[config.mk]
export PLATFORM = sky130hd
export DESIGN_NAME = sclc_gap_unit
export DESIGN_NICKNAME = d
export VERILOG_FILES = /design/src/sv/sclc_pkg.sv /design/src/sv/sclc_gap_unit.sv
export SDC_FILE = /design/constraint.sdc
export NUM_CORES = 1
export LEC_CHECK = 0
export ABC_CLOCK_PERIOD_IN_PS = 4600
export BUFFER_PORTS_ARGS = -buffer_cell sky130_fd_sc_hd__buf_4
export CAP_MARGIN = 15
export CORE_AREA = 2 2 39 41
export DETAILED_ROUTE_END_ITERATION = 10
export DIE_AREA = 0 0 41 43
export PLACE_DENSITY = 0.75
export SETUP_SLACK_MARGIN = 0.2
export SLEW_MARGIN = 20
export SYNTH_ARGS = -nofsm -noshare
export SYNTH_HDL_FRONTEND = slang
export SYNTH_SLANG_ARGS = --single-unit
[constraint.sdc]
create_clock -name clk -period 4.6 [get_ports clk]
set_input_delay 1.15 -clock clk [delete_from_list [all_inputs] [get_ports clk]]
set_output_delay 1.15 -clock clk [all_outputs]
set_load 0.03 [all_outputs]
[src/sv/sclc_pkg.sv]
// shared types and constants for the stream continuity loss counter
`timescale 1ns / 1ps

package sclc_pkg;

  localparam int ID_W       = 13;
  localparam int CC_W       = 4;
  localparam int TOTAL_W    = 32;
  localparam int IN_TDATA_W = 24;
  localparam int IN_TUSER_W = 1;
  localparam int OUT_TDATA_W = 40;

  localparam logic OP_PACKET = 1'b0;
  localparam logic OP_READ   = 1'b1;

  typedef struct packed {
    logic            start;
    logic [CC_W-1:0] cc;
    logic [CC_W-1:0] last;
  } gap_ctrl_t;

  typedef struct packed {
    logic busy;
    logic done;
  } gap_stat_t;

endpackage

[src/sv/sclc_gap_unit.sv]
// iterative modulo unit: reduces (cc - last - 1) into 0 .. COUNTER_MODULUS-1
`timescale 1ns / 1ps

module sclc_gap_unit
  import sclc_pkg::*;
#(
  parameter int COUNTER_MODULUS = 16
) (
  input  logic                               clk,
  input  logic                               rst,
  input  gap_ctrl_t                          ctrl,
  output gap_stat_t                          stat,
  output logic [$clog2(COUNTER_MODULUS)-1:0] gap
);

  localparam int GAP_W = $clog2(COUNTER_MODULUS);
  localparam int REM_W = ((GAP_W > CC_W + 1) ? GAP_W : CC_W + 1) + 2;
  localparam logic signed [REM_W-1:0] MOD_S = REM_W'(COUNTER_MODULUS);

  logic                    busy;
  logic signed [REM_W-1:0] rem;
  logic                    in_range;

  assign in_range  = (rem >= 0) && (rem < MOD_S);
  assign stat.busy = busy;
  assign stat.done = busy && in_range;
  assign gap       = rem[GAP_W-1:0];

  // one add or subtract of the modulus per cycle until the value lands in range
  always_ff @(posedge clk) begin
    if (rst) begin
      busy <= 1'b0;
    end else if (ctrl.start) begin
      busy <= 1'b1;
    end else if (busy && in_range) begin
      busy <= 1'b0;
    end
  end

  always_ff @(posedge clk) begin
    if (ctrl.start) begin
      rem <= $signed(REM_W'(ctrl.cc)) - $signed(REM_W'(ctrl.last)) - REM_W'(1);
    end else if (busy && !in_range) begin
      if (rem < 0) begin
        rem <= rem + MOD_S;
      end else begin
        rem <= rem - MOD_S;
      end
    end
  end

endmodule

==> results.yml <==
run_status:
  status: "completed"
layout:
  final_common_cell: "buf_4"
  drive_gt1_frac: 0.2405
  syn2layout_area_growth_pct: 18.98
  nets: 100
  n_antenna_cell: 0
  layout_common_cells: "buf_4, inv_1, ha_1"
  fillCellCount: 135
  stdcell_area_um2: 760.7
timing:
  maxSlewViolCount: 0
  setup_tns_ns: 0
  setup_viol: 0
  layout_min_cycle_time_ns: 2.714
  slew_headroom: 0.7342
  timing.final.crit_share: 0.5900
  rsz0062_at_grt: "false"
  finalClockSkew_ns: 0.006273
  hold_viol: 0
  worst_pin_slew_ns: 0.3952
  max_freq_ghz: 0.3685
critical_path:
  arrival_ns: 2.78
  crit_path_start_kind: "input pin"
  crit_fanout: 3
  cpMaxStageDelayCell: "fa_1"
  criticalPathCategory: "input pin to flip-flop"
  max_stage_delay_ns: 0.48
  crit_path_cell_trace: "buf_4, ha_1, fa_1, ha_1, and3_1, o2111a_1, nor4_1"
  required_ns: 4.66
  cp_common_cell: "ha_1"
  r2r_cells: 5
  critPathCaptureType: "flip-flop"
detailed_routing:
  first_pass_iters: 4
  ant_nets: 0
  drc: 0
  drt_iter0_drc: 9
  wl_um: 968
  vias: 493
  drt-wirelength-per-cell_um: 10.19
  vias_per_cell: 5.189
power_and_ir_drop:
  power_switching_uw: 75.59
  p_per_area_nw_per_um2: 315.8
  p_clk_frac: 0.233
  pwr-share-seq: 0.422
  p_comb_frac: 0.345
  netSwitchingFraction: 0.3147
  leakagePower_nw: 0.3743
  total_power_uw: 240.2
  p_int_uw: 164.6
  ir_drop_v: 0.0001176
cts:
  clockRootBuffer: "clkbuf_4"
  cts_tree: "built"
  cts_setup_buffers: 0
  clockBufferDepth: 2
  numClockSinks: 8
  htreeDepth: 1
  cts_resized: 0
  numCtsBuffers: 3
  cts_hold_buf: 0
  clkTransAtPathRegs_ns: 0.06
  insertion_delay_ns: 0.25
hold_path:
  min_path_cells: 2
  hp-class: "flip-flop to flip-flop"
synth:
  synth_compound_area_frac: 0.1272
  synthSimpleGateAreaFrac: 0.1389
  avgSynthCellArea_um2: 9.687
  yosysWarnings: 0
  ys_ff_latch: 8
  ys_async_sr_fraction: 0
  synth_top_family_by_area: "adder cells"
  synth_fa_ha_area_frac: 0.1879
  synthCells: 66
  netlist_area_um2: 639.4
  synthMuxAreaShare: 0.01566
  synth.net_count: 86
  synth_edf_count: 7
  synth_cell_types: 28
  yosys.area_share.xor_xnor: 0.04110
  ys.flop_type: "edfxtp_1"
  ys_seq_area_frac: 0.3601
placed_design:
  dpl-instance-area_um2: 734.5
  gp_congestion: 0.8267
  dp_hpwl_um: 843.9
  port_buffers: 16
grt:
  grt_max_degree: 13
  grt_util_all_layers: 0.1200
  antenna_found_initial: 0
  grt_pass1_vias: 393
  grt_pass1_wl_um: 1462
  grt_overflow_total: 0
floorplanning:
  die_x_um: 41
  die_height_um: 43
  design.die.area_um2: 1763
  start_util: 0.4620
  coreArea_um2: 1384
  pin_count: 17
  rows: 14
run:
  drv_cap: 0
cell usage after synthesis, types with 2 or more instances:
| cell | instances | area share |
|---|---|---|
| buf_4 | 5 | 0.059 |
| nor2_1 | 5 | 0.029 |
| a21oi_1 | 3 | 0.023 |
| and3_1 | 2 | 0.020 |
| o21ai_1 | 2 | 0.016 |
| clkbuf_1 | 2 | 0.012 |
| inv_1 | 10 | 0.059 |
| xor2_1 | 2 | 0.027 |
| edfxtp_1 | 7 | 0.33 |
| ha_1 | 8 | 0.16 |
| nand2_1 | 2 | 0.012 |
| a31oi_1 | 2 | 0.020 |
power by group through the flow:
stage	Combinational (mW)	Clock (mW)	Sequential [mW]
final	0.0829	0.0560	0.101
after detailed placement	0.0840	0	0.103
after CTS	0.0844	0.0567	0.102
after floorplan	0.0669	0	0.101
after global placement	0.0812	0	0.103
after global routing	0.0918	0.0601	0.103
flip-flops by register name (all words and copies together), names as in the netlist:
name,count
rem,7
busy,1
per-stage QoR:
stage	util	hold WS (ns)	setup slack, ns	std cells
floorplan	-	0.4740	1.890	66
global placement	0.5307	0.5048	1.723	91
detailed placement	0.5307	0.5119	1.634	91
CTS	0.5497	0.5202	1.884	95
global route	0.5497	0.5529	1.734	95
finish	0.5497	0.5128	1.886	95
logic make-up (layout without fill, tap and decap cells):
family,after synthesis,count (layout)
xor+xnor,3,3
buf+inv,17,30
flops,8,8
compound gates,12,12
fa+ha+maj,9,9
mux,1,1
simple gates,16,16
per-layer routing:
layer | vias to the layer above | share of wire | GRT usage
met4 | 0 | 0 | 0.06000
met5 | - | 0 | 0
met1 | 226 | 0.40 | 0.1409
met3 | 0 | 0.043 | 0.01571
met2 | 15 | 0.56 | 0.2000
li1 | 252 | - | -
area by class of cell:
type	count	area, um2	area share
Tap cell	16	20.02	0.02632
Clock buffer	4	26.28	0.03454
Sequential cell	8	230.2	0.3026
Timing Repair Buffer	16	120.1	0.1579
Inverter	10	37.54	0.04934
Multi-Input combinational cell	41	326.6	0.4293
final timing paths:
kind | startpoint | slack [ns] | to
min reg2reg | busy$_SDFFE_PP0P_ | 0.51 | busy$_SDFFE_PP0P_
max | ctrl[0] | 1.89 | rem[4]$_DFFE_PP_
min | busy$_SDFFE_PP0P_ | 0.51 | busy$_SDFFE_PP0P_
max reg2reg | rem[4]$_DFFE_PP_ | 3.28 | rem[5]$_DFFE_PP_
critical path: cells and delay by family:
kind | cells | cell delay, ns
adder cells (fa/ha/maj) | 3 | 0.96
AO/OA/AOI/OAI | 1 | 0.13
buffers and inverters | 1 | 0.11
AND/OR/NAND/NOR | 2 | 0.43
Note: power is estimated with default switching activity, not from simulation.
